$ cat src/rtl/mcid_pkg.sv
// ----------------------------------------------------------------------------
// mcid_pkg: shared types and constants
// Payload structs, lane control struct, channel numbers and CSR indexes for
// the eight-channel integrating debouncer.
// ----------------------------------------------------------------------------
`default_nettype none

package mcid_pkg;

   localparam int COUNT_BITS  = 8;    // per-channel counter width
   localparam int ADC_BITS    = 10;   // converter bits used for the ignition level
   localparam int SAMPLE_BITS = 10;   // width of the ign_sample field
   localparam int THRESH_BITS = 12;   // ignition threshold / level width
   localparam int NUM_CH      = 8;
   localparam int LIMIT_BITS  = 8 * NUM_CH;
   localparam int CSR_IDX_BITS = 2;

   // channel numbers
   localparam int CH_AC_REQ   = 0;
   localparam int CH_AC_PRESS = 1;
   localparam int CH_HEAD     = 2;
   localparam int CH_BRAKE    = 3;
   localparam int CH_CRANK    = 4;
   localparam int CH_CLUTCH   = 5;
   localparam int CH_STEER    = 6;
   localparam int CH_IGN      = 7;

   // mode codes
   localparam logic MODE_SAMPLE   = 1'b0;
   localparam logic MODE_EVALUATE = 1'b1;

   // CSR indexes
   localparam logic [CSR_IDX_BITS-1:0] CSR_LIMITS  = 2'd0;
   localparam logic [CSR_IDX_BITS-1:0] CSR_KEY_ON  = 2'd1;
   localparam logic [CSR_IDX_BITS-1:0] CSR_KEY_OFF = 2'd2;

   localparam logic [THRESH_BITS-1:0] KEY_ON_RESET  = '1;
   localparam logic [THRESH_BITS-1:0] KEY_OFF_RESET = '0;

   typedef struct packed {
      logic                   mode;
      logic                   ac_request_pin;
      logic                   ac_pressure_pin;
      logic                   head_lamp_pin;
      logic                   brake_pin;
      logic                   crank_pin;
      logic                   clutch_steer_pin;
      logic [SAMPLE_BITS-1:0] ign_sample;
   } req_payload_type;

   typedef struct packed {
      logic ac_request_on;
      logic ac_pressure_on;
      logic head_lamp_on;
      logic brake_on;
      logic crank_on;
      logic clutch_top_on;
      logic steering_on;
      logic ignition_on;
   } rsp_payload_type;

   // per-lane command for one accepted item
   typedef struct packed {
      logic count_en;   // sample item accepted
      logic eval_en;    // evaluate item accepted
      logic up;         // input active
      logic down;       // input inactive
      logic set;        // bypass: force flag high
      logic clr;        // bypass: force flag low
   } lane_ctl_type;

endpackage

`default_nettype wire

$ cat src/rtl/mcid_lane.sv
// ----------------------------------------------------------------------------
// mcid_lane: one debounce channel
// Saturating up/down counter plus qualified flag. Shows the flag value that
// follows the current command so the result can be captured in the same edge.
// ----------------------------------------------------------------------------
`default_nettype none

module mcid_lane (
   input  wire                               clock,
   input  wire                               reset,
   input  mcid_pkg::lane_ctl_type            ctl,
   input  wire [mcid_pkg::COUNT_BITS-1:0]    limit,
   output logic                              flag_next
);
   import mcid_pkg::*;

   logic [COUNT_BITS-1:0] count_ff, count_in;
   logic                  flag_ff, flag_in;

   always_comb begin
      count_in = count_ff;
      if (ctl.count_en) begin
         if (ctl.up) begin
            if (count_ff < limit) count_in = count_ff + COUNT_BITS'(1);
         end else if (ctl.down) begin
            if (count_ff != '0) count_in = count_ff - COUNT_BITS'(1);
         end
      end
   end

   always_comb begin
      flag_in = flag_ff;
      if (ctl.eval_en) begin
         if (limit != '0) begin
            if (count_ff >= limit)    flag_in = 1'b1;
            else if (count_ff == '0)  flag_in = 1'b0;
         end else if (ctl.set) begin
            flag_in = 1'b1;
         end else if (ctl.clr) begin
            flag_in = 1'b0;
         end
      end
   end

   assign flag_next = flag_in;

   always_ff @(posedge clock) begin
      if (reset) begin
         count_ff <= '0;
         flag_ff  <= 1'b0;
      end else begin
         count_ff <= count_in;
         flag_ff  <= flag_in;
      end
   end

   // counters only move on sample items, flags only on evaluate items
   a_flag_hold_on_sample: assert property (@(posedge clock) disable iff (reset)
      ctl.count_en |=> (flag_ff == $past(flag_ff)))
      else $error("flag changed on a sample item");

   a_count_hold_on_eval: assert property (@(posedge clock) disable iff (reset)
      !ctl.count_en |=> (count_ff == $past(count_ff)))
      else $error("count changed without a sample item");

   a_count_step: assert property (@(posedge clock) disable iff (reset)
      ctl.count_en |=> (count_ff == $past(count_ff)
                     || count_ff == $past(count_ff) + COUNT_BITS'(1)
                     || count_ff == $past(count_ff) - COUNT_BITS'(1)))
      else $error("count moved by more than one");

endmodule

`default_nettype wire

$ cat src/rtl/mcid_merge.sv
// ----------------------------------------------------------------------------
// mcid_merge: result assembly and output buffer
// Packs the lane flags into the result item and holds it in an output
// register backed by a one-entry skid register.
// ----------------------------------------------------------------------------
`default_nettype none

module mcid_merge (
   input  wire                               clock,
   input  wire                               reset,
   input  wire                               accept,
   input  wire [mcid_pkg::NUM_CH-1:0]        flags,
   output logic                              in_ready,
   output logic                              rsp_valid,
   input  wire                               rsp_ready,
   output mcid_pkg::rsp_payload_type         rsp_data
);
   import mcid_pkg::*;

   rsp_payload_type merged;
   rsp_payload_type out_data_ff, skid_data_ff;
   logic            out_valid_ff, skid_valid_ff;

   always_comb begin
      merged.ac_request_on  = flags[CH_AC_REQ];
      merged.ac_pressure_on = flags[CH_AC_PRESS];
      merged.head_lamp_on   = flags[CH_HEAD];
      merged.brake_on       = flags[CH_BRAKE];
      merged.crank_on       = flags[CH_CRANK];
      merged.clutch_top_on  = flags[CH_CLUTCH];
      merged.steering_on    = flags[CH_STEER];
      merged.ignition_on    = flags[CH_IGN];
   end

   assign in_ready  = !skid_valid_ff;
   assign rsp_valid = out_valid_ff;
   assign rsp_data  = out_data_ff;

   always_ff @(posedge clock) begin
      if (reset) begin
         out_valid_ff  <= 1'b0;
         skid_valid_ff <= 1'b0;
      end else if (!out_valid_ff || rsp_ready) begin
         if (skid_valid_ff) begin
            out_valid_ff  <= 1'b1;
            skid_valid_ff <= 1'b0;
         end else begin
            out_valid_ff  <= accept;
         end
      end else if (accept) begin
         skid_valid_ff <= 1'b1;
      end
   end

   always_ff @(posedge clock) begin
      if (!out_valid_ff || rsp_ready) begin
         out_data_ff <= skid_valid_ff ? skid_data_ff : merged;
      end
      if (out_valid_ff && !rsp_ready && accept) begin
         skid_data_ff <= merged;
      end
   end

   a_skid_implies_out: assert property (@(posedge clock) disable iff (reset)
      skid_valid_ff |-> out_valid_ff)
      else $error("skid holds an item while output is empty");

   a_skid_drains: assert property (@(posedge clock) disable iff (reset)
      (skid_valid_ff && rsp_ready) |=> (!skid_valid_ff && out_valid_ff))
      else $error("skid item not moved to output");

   a_valid_source: assert property (@(posedge clock) disable iff (reset)
      $rose(out_valid_ff) |-> $past(accept))
      else $error("result appeared without an accepted item");

endmodule

`default_nettype wire

$ cat src/rtl/multi_channel_integrator_debounce_core.sv
// ----------------------------------------------------------------------------
// multi_channel_integrator_debounce_core: eight-channel integrating debouncer
//
// Channels: req_* carries one item per tick (mode, six pins, ignition sample).
// rsp_* returns one item per request: the eight qualified flags after the
// update. csr_* writes the limits (index 0) and the key-on / key-off ignition
// thresholds (indexes 1, 2); csr_ready is always high, other indexes are
// dropped. Write CSRs only while no item is in flight.
// Mode 0 (sample) steps every channel counter up toward its limit or down
// toward zero; mode 1 (evaluate) updates the qualified flags. A zero limit
// bypasses the counter: the raw pin (brake not inverted) or the ignition
// thresholds drive the flag directly.
// Result: flags are registered in the output register (skid if stalled).
// Throughput: one item per cycle while rsp_ready holds high; eight lanes
// update in parallel in the accept cycle, the result register plus a
// one-entry skid decouple req_ready from rsp_ready.
// Reset: counters, flags and buffers clear; limits 0, key-on 4095, key-off 0.
// Stall: with rsp stalled, one more item is taken into the skid register,
// then req_ready drops until the output drains.
// ----------------------------------------------------------------------------
`default_nettype none

module multi_channel_integrator_debounce_core (
   input  wire                                  clock,
   input  wire                                  reset,
   // request channel
   input  wire                                  req_valid,
   output logic                                 req_ready,
   input  mcid_pkg::req_payload_type            req_data,
   // result channel
   output logic                                 rsp_valid,
   input  wire                                  rsp_ready,
   output mcid_pkg::rsp_payload_type            rsp_data,
   // configuration channel
   input  wire                                  csr_valid,
   output logic                                 csr_ready,
   input  wire [mcid_pkg::CSR_IDX_BITS-1:0]     csr_index,
   input  wire [mcid_pkg::LIMIT_BITS-1:0]       csr_wdata
);
   import mcid_pkg::*;

   logic [LIMIT_BITS-1:0]  limits_ff;
   logic [THRESH_BITS-1:0] key_on_ff, key_off_ff;

   logic                   accept;
   logic [THRESH_BITS-1:0] ign_level;
   logic                   ign_up, ign_down;
   logic [NUM_CH-1:0]      raw;      // raw pin per channel (ignition slot unused)
   logic [NUM_CH-1:0]      active;   // counting sense per channel
   lane_ctl_type           lane_ctl [NUM_CH];
   logic [NUM_CH-1:0]      flag_next;

   // --- CSR block ---------------------------------------------------------
   assign csr_ready = 1'b1;

   always_ff @(posedge clock) begin
      if (reset) begin
         limits_ff  <= '0;
         key_on_ff  <= KEY_ON_RESET;
         key_off_ff <= KEY_OFF_RESET;
      end else if (csr_valid) begin
         case (csr_index)
            CSR_LIMITS:  limits_ff  <= csr_wdata;
            CSR_KEY_ON:  key_on_ff  <= csr_wdata[THRESH_BITS-1:0];
            CSR_KEY_OFF: key_off_ff <= csr_wdata[THRESH_BITS-1:0];
            default: ;
         endcase
      end
   end

   // --- input decode ------------------------------------------------------
   assign accept = req_valid && req_ready;

   // level = low ADC_BITS of the sample, times four
   assign ign_level = THRESH_BITS'({req_data.ign_sample[ADC_BITS-1:0], 2'b00});
   assign ign_up    = ign_level > key_on_ff;
   assign ign_down  = ign_level < key_off_ff;

   always_comb begin
      raw[CH_AC_REQ]   = req_data.ac_request_pin;
      raw[CH_AC_PRESS] = req_data.ac_pressure_pin;
      raw[CH_HEAD]     = req_data.head_lamp_pin;
      raw[CH_BRAKE]    = req_data.brake_pin;
      raw[CH_CRANK]    = req_data.crank_pin;
      raw[CH_CLUTCH]   = req_data.clutch_steer_pin;   // shared pin
      raw[CH_STEER]    = req_data.clutch_steer_pin;
      raw[CH_IGN]      = 1'b0;
      active           = raw;
      active[CH_BRAKE] = !req_data.brake_pin;         // brake is active low
   end

   always_comb begin
      for (int ch = 0; ch < NUM_CH; ch++) begin
         lane_ctl[ch].count_en = accept && (req_data.mode == MODE_SAMPLE);
         lane_ctl[ch].eval_en  = accept && (req_data.mode == MODE_EVALUATE);
         if (ch == CH_IGN) begin
            // ignition holds in the dead band between the thresholds
            lane_ctl[ch].up   = ign_up;
            lane_ctl[ch].down = ign_down;
            lane_ctl[ch].set  = ign_up;
            lane_ctl[ch].clr  = ign_down;
         end else begin
            lane_ctl[ch].up   = active[ch];
            lane_ctl[ch].down = !active[ch];
            // bypass copies the raw pin, brake included without inversion
            lane_ctl[ch].set  = raw[ch];
            lane_ctl[ch].clr  = !raw[ch];
         end
      end
   end

   // --- channel lanes -----------------------------------------------------
   for (genvar g = 0; g < NUM_CH; g++) begin : g_lane
      mcid_lane u_lane (
         .clock     (clock),
         .reset     (reset),
         .ctl       (lane_ctl[g]),
         .limit     (limits_ff[8*g +: COUNT_BITS]),
         .flag_next (flag_next[g])
      );
   end

   // --- merge and output buffer -------------------------------------------
   mcid_merge u_merge (
      .clock     (clock),
      .reset     (reset),
      .accept    (accept),
      .flags     (flag_next),
      .in_ready  (req_ready),
      .rsp_valid (rsp_valid),
      .rsp_ready (rsp_ready),
      .rsp_data  (rsp_data)
   );

endmodule

`default_nettype wire
$ cat config.mk
export PLATFORM = sky130hd
export DESIGN_NAME = multi_channel_integrator_debounce_core
export DESIGN_NICKNAME = d
export VERILOG_FILES = /design/src/rtl/mcid_pkg.sv /design/src/rtl/mcid_lane.sv /design/src/rtl/mcid_merge.sv /design/src/rtl/multi_channel_integrator_debounce_core.sv
export SDC_FILE = /design/constraint.sdc
export NUM_CORES = 1
export LEC_CHECK = 0
export BUFFER_PORTS_ARGS = -buffer_cell sky130_fd_sc_hd__buf_2
export CORE_MARGIN = 3
export CORE_UTILIZATION = 53
export CTS_CLUSTER_DIAMETER = 50
export DETAILED_ROUTE_END_ITERATION = 16
export PLACE_DENSITY_LB_ADDON = 0.1
export SYNTH_ARGS = -nofsm -noshare
export SYNTH_HDL_FRONTEND = slang
export SYNTH_HIERARCHICAL = 1
export SYNTH_SLANG_ARGS = --single-unit
$ cat constraint.sdc
create_clock -name clock -period 3.75 [get_ports clock]
set_input_delay 0 -clock clock [delete_from_list [all_inputs] [get_ports clock]]
set_output_delay 0 -clock clock [all_outputs]
set_load 0.02 [all_outputs]
## Yosys cells after proc, flatten, opt, wreduce, memory -nomap -nowiden

Index checks and enable logic that the tools add are counted.

| storage, ports and cells | value |
|---|---|
| word-level logic and storage cells | 204 |
| register bits after elaboration | 178 |
| output and inout port bits | 11 |
| bits of input ports | 88 |

| operators by class | value |
|---|---|
| equality and inequality tests | 10 |
| bitwise logic cells | 1 |
| reductions and logical operators | 55 |
| $lt $le $gt $ge | 18 |
| add/subtract/negate cells | 16 |
| multiplexer cells | 67 |

Operators by type and width:

| operator | count |
|---|---|
| 8-bit 2-to-1 mux | 26 |
| 8-bit nonzero test | 16 |
| 8-bit by 1-bit adder with 8-bit output (second input constant) | 8 |
| 8-bit greater-or-equal comparator | 8 |
| 8-bit zero test | 8 |
| 8-bit < comparator | 8 |
| 8-bit by 1-bit subtractor with 8-bit output (second input constant) | 8 |
| 1-bit 2-to-1 mux | 41 |
| 3-bit AND reduction | 7 |
| 2-bit nonzero test | 9 |
| 2-bit by 1-bit inequality test with 1-bit output (second input constant) | 8 |
| 12-bit greater-than comparator | 1 |
| 12-bit < comparator | 1 |
| 2-bit AND reduction | 3 |
| 1-bit logical AND | 5 |
| 4-bit AND reduction | 1 |
| 1-bit zero test | 3 |
| 2-bit by 1-bit == test with 1-bit output (second input constant) | 1 |
| 2-bit == test (second input constant) | 1 |
| 2-bit zero test | 1 |
| 2-bit OR reduction | 1 |
| 1-bit logical OR | 1 |
| 1-bit NOT | 1 |

## Logic depth before layout (Yosys ltp)

Gate-level depths: netlist of the first run.

| depth | value |
|---|---|
| word-level depth | 6 |
| mapped depth | 14 |
| gate-level depth less buffers | 14 |

## Hierarchy

Netlist of the first run, hierarchy kept.

By module, submodules not included:

| module | cells an instance | times used | area each (µm²) |
|---|---|---|---|
| mcid_lane at g_lane[0].u_lane ... | 103 | 5 | 894.6 |
| multi_channel_integrator_debounce_core | 444 | 1 | 3679.8 |
| mcid_lane at g_lane[5].u_lane ... | 104 | 3 | 867.1 |
| mcid_merge | 34 | 1 | 683.2 |

## Worst setup path before layout of the first run

Ideal clock, no wire load.

| timing | value |
|---|---|
| path type | register to register |
| from | register key_on_ff[9] |
| to | register g_lane[7].u_lane.count_ff[7] |
| cell stages (with the launch flop) | 15 |
| buffers on the path | 0 |
| required time | 3.627 ns |
| path slack | 0.591 ns |
| arrival time | 3.036 ns |
| cells stage by stage | dfxtp_1 -> inv_1 -> ha_1 -> a211oi_1 -> nor2_1 -> a2111oi_0 -> a41oi_1 -> inv_1 -> ha_1 -> a21oi_1 -> nor2b_1 -> a311oi_1 -> a21oi_1 -> mux2i_1 -> mux2_1 |

| between the ends | value |
|---|---|
| cells in the longest elaborated chain, start to end | 3 |
| elaborated cells between the ends (all ways) | 6 |
| classes of those cells | order compare (1); eq/ne (1); mux (1); reduce/logical (3) |

Ends and longest elaborated chain:

| what | line | RTL |
|---|---|---|
| start, declared | multi_channel_integrator_debounce_core.sv:43 | `logic [THRESH_BITS-1:0] key_on_ff, key_off_ff;` |
| start signal, assigned | multi_channel_integrator_debounce_core.sv:64 | `CSR_KEY_ON: key_on_ff <= csr_wdata[THRESH_BITS-1:0];` |
| 12-bit greater-than comparator * | multi_channel_integrator_debounce_core.sv:76 | `assign ign_up = ign_level > key_on_ff;` |
| net ign_up | multi_channel_integrator_debounce_core.sv:47 | `logic ign_up, ign_down;` |
| 2-bit by 1-bit inequality test with 1-bit output (no line) / 2-bit nonzero test (equally long branches) | -- |  |
| 4-bit AND reduction (no line) | -- |  |
| end signal, assigned | mcid_lane.sv:52 | `count_ff <= count_in;` |
| end, declared | mcid_lane.sv:17 | `logic [COUNT_BITS-1:0] count_ff, count_in;` |

Mark *: on every way through the listed nets, which the timed path passes. The rest lies on a longest branch.
A chain may end at the register's enable or synchronous reset.

## Worst setup path after layout of the first run

Ends and elaborated chain as after synthesis.

==> flow_summary.yaml, run 1 <==
status:
  status: "completed"
clock_network:
  clkSinkCount: 178
  worstSkewPairLatency_ns: 0.43
  clk_pin_slew_ns: 0.07
  clock_path_buffers: 2
  htree_levels: 4
  clockRootBuffer: "clkbuf_16"
  cts_buffers: 17
  cts_tree: "done"
floorplanning:
  fp.dieH_um: 153
  ios: 99
  rows: 53
  fp.coreArea_um2: 21100
  die_w_um: 153
  die-area_um2: 23400
  start_util_pct: 54.2
critical_path:
  r2r_start: "key_on_ff[9]$_SDFFE_PP1P_"
  critical_path_class: "flop to flop"
  required_ns: 4.06
  worstSetupEndpointType: "flop"
  startpoint: "key_on_ff[9]$_SDFFE_PP1P_"
  cp_max_fo: 8
  start_kind: "flop"
  arrival_ns: 3.72
power_and_ir_drop:
  power_w: 0.00528
  p_int_w: 0.00368
  leakage_nw: 5.77
  ir_drop_uv: 271
  p_switching_w: 0.00160
  seq_power_share_pct: 40.7
  clkPwrFrac_pct: 33.5
  power_density_nw_per_um2: 395
  switching_share_pct: 30.4
  pwr-share-comb_pct: 25.8
finish:
  fin_nets: 1687
  syn2layout_area_growth_pct: 17.0
  num-fill-cells: 1862
  final_cell_area_um2: 13400
  layout_commonest_cell: "nand2_1"
  utilization_pct: 63.5
  drive_above_1_share_pct: 15.3
  multi_input_area_um2: 7000
  layout_common_cells: "170 x nand2_1, 162 x dfxtp_1, 138 x nor2_1"
  seqCellArea_um2: 3720
drt:
  ant_nets: 0
  dr.pass1.iters: 5
  routedWlPerCell_um: 14.8
  drt_iter0_drc: 404
  wirelength_mm: 25.8
  viasPerCell: 5.35
  drcViolationCount: 0
  vias: 9352
sta:
  fin_skew_ns: 0.0109
  hold_viol: 0
  relSlewSlack_pct: 30.2
  setup_ws_ns: 0.335
  max_freq_mhz: 293
  slew_viol_final: 0
  grt_setup_unrepaired: "false"
  fin_crit_sh_pct: 91.1
  setup_viol_count_final: 0
  worst_pin_slew_ns: 1.05
  setup_tns_ns: 0
  min_period_ns: 3.41
placed_design:
  io_buffers: 97
  place_area_um2: 12100
  gp_congestion: 0.842
  hpwl_mm: 18.4
  dp_slack_ns: 0.242
synthesis:
  ys_seq_elements: 178
  synth_cell_type_count: 61
  syn_nets: 1533
  ys_seq_area_share_pct: 32.6
  syn_area_um2: 11400
  ys_warn_count: 6
  synth_area_per_cell_um2: 8.76
  synth.area.top_cells: "dfxtp_1 28%, ha_1 14%, nand2_1 5.6%"
  ys.flop_type: "dfxtp_1"
  async_reset_ff_share_pct: 0
  synthCells: 1305
  synth_edf_count: 16
  yosys.area.top_type_share_pct: 28.4
  yosysTopAreaCell: "dfxtp_1"
min_path:
  min_from: "req_data[15]"
  min_path_type: "primary input to flop"
global_routing:
  first_global_vias: 9231
  gr-total-overflow: 0
  grt_usage_pct: 22.2
  grt_max_degree: 108
  antenna_found_initial: 3
  grt_pass1_wl_mm: 43.7
run:
  max_cap_viol_count: 0
[final timing paths]
check | depth (start not counted) | slack (ns) | endpoint
worst max register to register | 14 | 0.34 | g_lane[7].u_lane/count_ff[7]$_SDFFE_PP0P_
worst min register to register | 2 | 0.47 | limits_ff[28]$_SDFFE_PP0P_
worst min-delay path | 3 | 0.08 | u_merge/skid_data_ff[7]$_DFFE_PP_
worst max-delay path | 14 | 0.34 | g_lane[7].u_lane/count_ff[7]$_SDFFE_PP0P_
[layer usage]
layer  vias to the layer above  GRT usage [%]  wire (um)
li1                       4844              -          -
met4                         2           5.09        242
met2                       136           37.4      12200
met1                      4348           29.5      12400
met5                         -              0         11
met3                        22           4.45        992
[synthesized netlist by cell type, drive strengths merged (9+ instances only)]
cell / n
mux2: 16
mux2i: 60
nor2: 138
nor2b: 38
xor2: 13
inv: 125
or4: 10
buf: 34
nor4: 22
a21oi: 126
o21ai: 16
a2111oi: 9
and3: 12
nand2: 180
nand4: 16
o31ai: 14
a211o: 10
o211ai: 13
dfxtp: 162
o21bai: 10
xnor2: 35
edfxtp: 16
ha: 132
[power by group through the flow]
stage	Combinational, W	Clock, W	Sequential, W
2_1_floorplan	0.00102	0	0.00217
3_3_place_gp	0.00127	0	0.00219
3_5_place_dp	0.00130	0	0.00219
4_1_cts	0.00136	0.00181	0.00215
5_1_grt	0.00154	0.00188	0.00217
6_report	0.00136	0.00177	0.00215
[stage by stage]
step | std cells | hold slack, ns
5_1_grt | 1749 | 0.0747
2_1_floorplan | 1305 | 0.0691
6_report | 1749 | 0.0778
3_3_place_gp | 1648 | 0.240
4_1_cts | 1747 | 0.0541
3_5_place_dp | 1648 | 0.244
[repair_timing]
item	4_1_cts	5_1_grt
hold endpoints to repair	88	0
setup endpoints to repair	0	1
gates resized for setup	0	1
buffers inserted	0	0
hold buffers	67	0
[worst max-delay path: stages, from the launching register on]
cell and delay [ns]:
dfxtp_1 0.31, inv_1 0.05, ha_1 0.28, a211oi_1 0.21, nor2_1 0.07, a2111oi_0 0.42
a41oi_1 0.14, inv_1 0.29, ha_1 0.28, a21oi_1 0.14, nor2b_1 0.08, a311oi_2 0.37
a21oi_1 0.14, mux2i_1 0.17, mux2_1 0.33
[state kept, by name, summed over array words and instances, names as in the netlist]
name	count
u_merge/rsp_valid	1
u_merge/skid_valid_ff	1
u_merge/skid_data_ff	8
g_lane.u_lane/count_ff	64
limits_ff	64
key_off_ff	12
g_lane.u_lane/flag_ff	8
u_merge/rsp_data	8
key_on_ff	12
[cells by family after synthesis]
| group | synth area share (%) |
|---|---|
| xor+xnor | 3.68 |
| compound gates | 15.1 |
| simple gates | 19.3 |
| fa+ha+maj | 15.8 |
| mux | 7.09 |
| flops | 32.6 |
| buf+inv | 6.38 |
| other cells | 0.0328 |
[layout make-up]
class	count	share of cell area [%]
antenna	2	0.0374
clock buffer	21	3.60
clock inverter	11	0.748
inverter	125	3.51
multi-input combinational	960	52.3
sequential	178	27.8
tap	275	2.57
timing repair buffer	177	9.42
(Power assumes the default switching activity.)
==> run 2: changes to the inputs <==
--- a/config.mk
+++ b/config.mk
@@ -13,5 +13,4 @@
 export PLACE_DENSITY_LB_ADDON = 0.1
 export SYNTH_ARGS = -nofsm -noshare
 export SYNTH_HDL_FRONTEND = slang
-export SYNTH_HIERARCHICAL = 1
 export SYNTH_SLANG_ARGS = --single-unit
==> run 2 against run 1 <==
Against the previous run:
- clock skew barely moved
- worst hold slack improved by 0.063 ns
- setup slack got worse by 0.21 ns
- via count rose by 1.6%
- cell count fell by 0.23%
- critical endpoint is now g_lane[7].u_lane.count_ff[7]$_SDFFE_PP0P_
- die area fell by 3.6%
- area after synthesis fell by 3.7%
- flip-flop and latch count did not move
- count of clock-buffer cells in the layout fell by 1
- design area fell by 2.6%
- total power rose by 12%
==> flow_summary.yaml, run 2 <==
status:
  status: "completed"
synthesis:
  synth-xor-area-share_pct: 3.98
  yosysTopAreaCell: "dfxtp_1"
  synth_edf_count: 16
  synth_cell_type_count: 61
  ys_seq_area_share_pct: 33.8
  synth_mux_area_share_pct: 5.13
  synthTopCellsByCount: "163 x nand2_1, 162 x dfxtp_1, 142 x nor2_1, 132 x ha_1, 117 x a21oi_1"
  yosys.area.top_type_share_pct: 29.4
  async_reset_ff_share_pct: 0
  synth_area_per_cell_um2: 8.39
  synthCells: 1313
  synth.area.top_cells: "dfxtp_1 29%, ha_1 15%, nand2_1 5.6%"
  ys.flop_type: "dfxtp_1"
  yosys.area_share.simple_pct: 20.2
  syn_nets: 1541
  synth_compound_area_share_pct: 15.0
  synth_top_family_by_area: "simple AND/OR/NAND/NOR gates"
  yosysMostFrequentCell: "nand2_1"
  syn_area_um2: 11000
  synth_adder_area_share_pct: 16.4
  ys_seq_elements: 178
  ys_warn_count: 0
clock_network:
  cts_tree: "done"
  clkSinkCount: 178
  clock_path_buffers: 2
  clk_pin_slew_ns: 0.07
  worstSkewPairLatency_ns: 0.43
  cts_buffers: 17
  clockRootBuffer: "clkbuf_16"
  htree_levels: 4
critical_path:
  reg2regPathDepth: 14
  arrival_ns: 3.94
  required_ns: 4.06
  worstSetupEndpointType: "flop"
  start_kind: "flop"
  cp_max_fo: 7
  critical_path_class: "flop to flop"
floorplanning:
  ios: 99
  rows: 52
  fp.coreArea_um2: 20300
  fp.dieH_um: 150
  die-area_um2: 22500
  start_util_pct: 54.3
  die_w_um: 150
global_routing:
  grt_max_degree: 88
  antenna_found_initial: 1
  first_global_vias: 9091
  grt_pass1_wl_mm: 42.9
  grt_usage_pct: 23.3
  gr-total-overflow: 0
sta:
  relSlewSlack_pct: 39.9
  slew_viol_final: 0
  worst_pin_slew_ns: 0.901
  fin_crit_sh_pct: 96.7
  min_period_ns: 3.63
  max_freq_mhz: 276
  fin_skew_ns: 0.0106
  hold_viol: 0
  setup_viol_count_final: 0
drt:
  vias: 9497
  dr.pass1.iters: 5
  drt_iter0_drc: 441
  routedWlPerCell_um: 14.8
  wirelength_mm: 25.8
  drcViolationCount: 0
  ant_nets: 0
  viasPerCell: 5.44
finish:
  drive_above_1_share_pct: 10.8
  fin_nets: 1690
  instances_no_fill: 1745
  largestRegisters: "g_lane.u_lane.count_ff (64), limits_ff (64)"
  final_cell_area_um2: 13000
  syn2layout_area_growth_pct: 18.3
  utilization_pct: 64.2
  layout_commonest_cell: "nand2_1"
  diodes: 0
  layout_common_cells: "163 x nand2_1, 162 x dfxtp_1, 142 x nor2_1"
min_path:
  holdPathStages: 5
  min_path_type: "primary input to flop"
placed_design:
  gp_congestion: 0.839
  dp.cells: 1646
  hpwl_mm: 18.1
  io_buffers: 97
  place_area_um2: 11800
run:
  max_cap_viol_count: 0
power_and_ir_drop:
  leakage_nw: 5.88
  power_density_nw_per_um2: 455
  power_w: 0.00593
  ir_drop_uv: 369
[run 2: routing by layer]
metal  track usage (%)  up-vias  wire length, um
met4              5.12        2              278
met2              40.0      135            12400
met3              4.30       22              886
met1              30.6     4419            12300
met5                 0        -               11
li1                  -     4919                -
[run 2: cell families after synthesis]
kind of cell / count (synthesis)
xor gates and xnor gates: 50
AOI/OAI and AO/OA: 258
other: 1
adders and majority gates: 140
and+or+nand+nor: 476
buffers and inverters: 155
muxes: 55
DFF: 178
[run 2: area by class of cell]
cell class	count	area, um^2
tap	270	338
clock buffer	20	447
fill	1804	7270
timing repair buffer	173	1230
sequential	178	3720
inverter	112	420
clock inverter	12	133
multi-input combinational	980	6740
[run 2: final timing paths]
path	start	endpoint	slack, ns
worst max register to register	key_on_ff[9]$_SDFFE_PP1P_	g_lane[7].u_lane.count_ff[7]$_SDFFE_PP0P_	0.12
worst max-delay path	key_on_ff[9]$_SDFFE_PP1P_	g_lane[7].u_lane.count_ff[7]$_SDFFE_PP0P_	0.12
worst min-delay path	req_data[14]	g_lane[1].u_lane.count_ff[7]$_SDFFE_PP0P_	0.14
worst min register to register	limits_ff[58]$_SDFFE_PP0P_	limits_ff[58]$_SDFFE_PP0P_	0.47
[run 2: per-stage QoR]
stage	hold WS, ns	TNS, ns	setup slack (ns)
after floorplan	0.118	0	0.325
after global placement	0.241	-0.0248	-0.0248
after detailed placement	0.246	-0.0619	-0.0619
after CTS	0.117	0	0.0347
after global routing	0.181	-0.0232	-0.0232
final	0.140	0	0.125
[run 2: where the power goes]
part | total, W | switching [W] | leakage, nW | internal [W]
logic | 0.00191 | 0.00103 | 4.13 | 0.000876
clock network | 0.00176 | 0.000760 | 0.273 | 0.00100
registers | 0.00226 | 0.000166 | 1.48 | 0.00209
[run 2: worst max-delay path: stages, from the launching register on]
cell and delay [ns]:
dfxtp_1 0.31, inv_1 0.05, ha_1 0.30, a211oi_1 0.22
nor2_1 0.11, a2111oi_4 0.39, buf_4 0.19, or2_4 0.16
ha_1 0.25, a21oi_2 0.17, o211ai_1 0.17, o41a_1 0.39
nor3b_1 0.16, mux2_4 0.29, or3_1 0.36
[run 2: repair_timing]
item,4_1_cts,5_1_grt
endpoints found under the hold margin,90,0
hold buffers,67,0
gates resized for setup,1,4
buffers inserted,0,0
pin swaps,0,1
endpoints found under the setup margin,1,1
==> run 3: changes to the inputs <==
--- a/config.mk
+++ b/config.mk
@@ -6,6 +6,7 @@
 export NUM_CORES = 1
 export LEC_CHECK = 0
 export BUFFER_PORTS_ARGS = -buffer_cell sky130_fd_sc_hd__buf_2
+export CAP_MARGIN = 0
 export CORE_MARGIN = 3
 export CORE_UTILIZATION = 53
 export CTS_CLUSTER_DIAMETER = 50
==> constraint.sdc (replaced) <==
create_clock -name clock -period 2.99 [get_ports clock]
set_input_delay 0 -clock clock [delete_from_list [all_inputs] [get_ports clock]]
set_output_delay 0 -clock clock [all_outputs]
set_load 0.02 [all_outputs]
==> run 3 against run 2 <==
Against the previous run:
- the flow now finishes with violations (negative setup slack)
- count of clock-buffer cells in the layout increased by 2
- sequential share of layout area fell by 0.95 points
- die area is the same
- sequential power increased by 26%
- total power rose by 27%
- first-iteration DRC count shrank 8.8%
- cell count rose by 2.2%
- critical endpoint unchanged
- largest cell class unchanged
==> flow_summary.yaml, run 3 (synthesis gave the netlist of run 2 again) <==
drt:
  wirelength_mm: 26.1
  dr_wl_met2_mm: 12.6
  ant_nets: 0
  drt_iter0_drc: 402
  highest_layer: "met4"
  met3_length_mm: 1.12
  vias: 9708
  dr.pass1.iters: 4
  routedWlPerCell_um: 14.6
  drcViolationCount: 0
  drt-met1-wl_mm: 11.9
  viasPerCell: 5.44
sta:
  holdWs_ns: 0.0694
  fin_skew_ns: 0.0108
  max_freq_mhz: 321
  setup_ws_ns: -0.124
  grt_setup_unrepaired: "true"
  worst_pin_slew_ns: 0.821
  relSlewSlack_pct: 45.1
  fin_crit_sh_pct: 104
  slew_viol_final: 0
  hold_viol: 0
  setup_viol_count_final: 1
  min_period_ns: 3.11
min_path:
  holdPathStages: 5
  worstHoldEndpoint: "g_lane[0].u_lane.flag_ff$_SDFF_PP0_"
  min_path_type: "primary input to flop"
  min_from: "req_data[15]"
finish:
  layout_common_cells: "163 x nand2_1, 159 x dfxtp_1, 142 x nor2_1"
  num-fill-cells: 1736
  syn2layout_area_growth_pct: 22.5
  seqCellArea_um2: 3730
  largestRegisters: "g_lane.u_lane.count_ff (64), limits_ff (64)"
  final_cell_area_um2: 13500
  layout_commonest_cell: "nand2_1"
  fin_nets: 1727
  drive_above_1_share_pct: 14.6
  multi_input_area_um2: 6900
floorplanning:
  die-area_um2: 22500
  die_w_um: 150
  ios: 99
  start_util_pct: 54.3
  fp.coreArea_um2: 20300
  fp.dieH_um: 150
  rows: 52
critical_path:
  cp_max_fo: 6
  worstReg2RegEnd: "g_lane[7].u_lane.count_ff[7]$_SDFFE_PP0P_"
  worstSetupEndpointType: "flop"
  start_kind: "flop"
  reg2regPathDepth: 13
  critical_path_class: "flop to flop"
  required_ns: 3.30
  r2r_setup_slack_ns: -0.12
  r2r_start: "key_on_ff[5]$_SDFFE_PP1P_"
  arrival_ns: 3.43
clock_network:
  clock_path_buffers: 2
  clkSinkCount: 178
  cts_tree: "done"
  worstSkewPairLatency_ns: 0.43
  cts_buffers: 17
  clk_pin_slew_ns: 0.07
  clockRootBuffer: "clkbuf_16"
  htree_levels: 4
placed_design:
  io_buffers: 97
  gp_congestion: 0.866
  hpwl_mm: 18.3
  place_area_um2: 12100
global_routing:
  grt_usage_pct: 23.7
  grt_pass1_wl_mm: 43.7
  antenna_found_initial: 1
  grt_max_degree: 95
  gr-total-overflow: 0
  first_global_vias: 9309
status:
  violations: "negative setup slack"
  status: "finished, violations left"
power_and_ir_drop:
  leakage_nw: 6.06
  ir_drop_uv: 433
  power_w: 0.00755
  power_density_nw_per_um2: 559
run:
  max_cap_viol_count: 0
run 3: cell count changes in the layout (fill, tap and decap cells not counted), sizes merged:
cell         delta
diode           +1
buf            +36
clkinvlp        -2
dlygate4sd3     +1
inv             +1
clkinv          -1
clkbuf          +2
run 3: where the power goes:
group / switching [W] / internal (W) / total (W)
clock network: 0.000966 / 0.00127 / 0.00223
logic: 0.00130 / 0.00118 / 0.00248
registers: 0.000212 / 0.00262 / 0.00284
run 3: how the worst max path moves through the flow:
stage | end | cells past startpoint | from
2_1_floorplan | g_lane[7].u_lane.count_ff[7]$_SDFFE_PP0P_ | 13 | key_on_ff[5]$_SDFFE_PP1P_
3_3_place_gp | g_lane[7].u_lane.count_ff[7]$_SDFFE_PP0P_ | 13 | key_on_ff[5]$_SDFFE_PP1P_
3_5_place_dp | g_lane[7].u_lane.count_ff[7]$_SDFFE_PP0P_ | 13 | key_on_ff[5]$_SDFFE_PP1P_
4_1_cts | g_lane[7].u_lane.count_ff[7]$_SDFFE_PP0P_ | 13 | key_on_ff[9]$_SDFFE_PP1P_
5_1_grt | g_lane[7].u_lane.count_ff[7]$_SDFFE_PP0P_ | 14 | key_on_ff[9]$_SDFFE_PP1P_
6_report | g_lane[7].u_lane.count_ff[7]$_SDFFE_PP0P_ | 13 | key_on_ff[5]$_SDFFE_PP1P_
run 3: what timing repair did:
item / 4_1_cts / 5_1_grt
hold endpoints to repair: 90 / 0
setup endpoints to repair: 2 / 4
pin swaps: 10 / 4
resized for setup: 19 / 8
buffers inserted: 3 / 1
hold buffers: 68 / 0
run 3: area by class of cell:
class	instances	area share [%]
timing repair buffer	210	11.3
sequential	178	27.6
clock buffer	22	3.37
inverter	112	3.12
clock inverter	10	0.937
antenna	1	0.0185
multi-input combinational	980	51.1
tap	270	2.50
run 3: stage by stage:
step	TNS, ns	setup slack, ns	utilization (%)	cells
2_1_floorplan	-0.252	-0.252	-	1313
3_3_place_gp	-0.292	-0.292	59.5	1678
3_5_place_dp	-0.332	-0.332	59.5	1678
6_report	-0.124	-0.124	66.5	1783
4_1_cts	-0.132	-0.132	66.3	1781
5_1_grt	-0.252	-0.252	66.5	1783
run 3: per-layer routing:
layer,vias to the layer above,global-route usage (%)
met5,-,0
met4,0,6.45
met3,26,4.12
met2,181,41.2
met1,4514,30.4
li1,4987,-
run 3: critical path: stages (launching register included):
cell and delay (ns):
dfxtp_1 0.32, inv_2 0.05, ha_4 0.23, a21oi_2 0.14, o21ai_2 0.08, a2111oi_4 0.31
or2_4 0.26, ha_4 0.22, a21oi_2 0.15, o211ai_1 0.14, o41a_1 0.35, and3b_1 0.19
mux2_4 0.24, or3_1 0.29
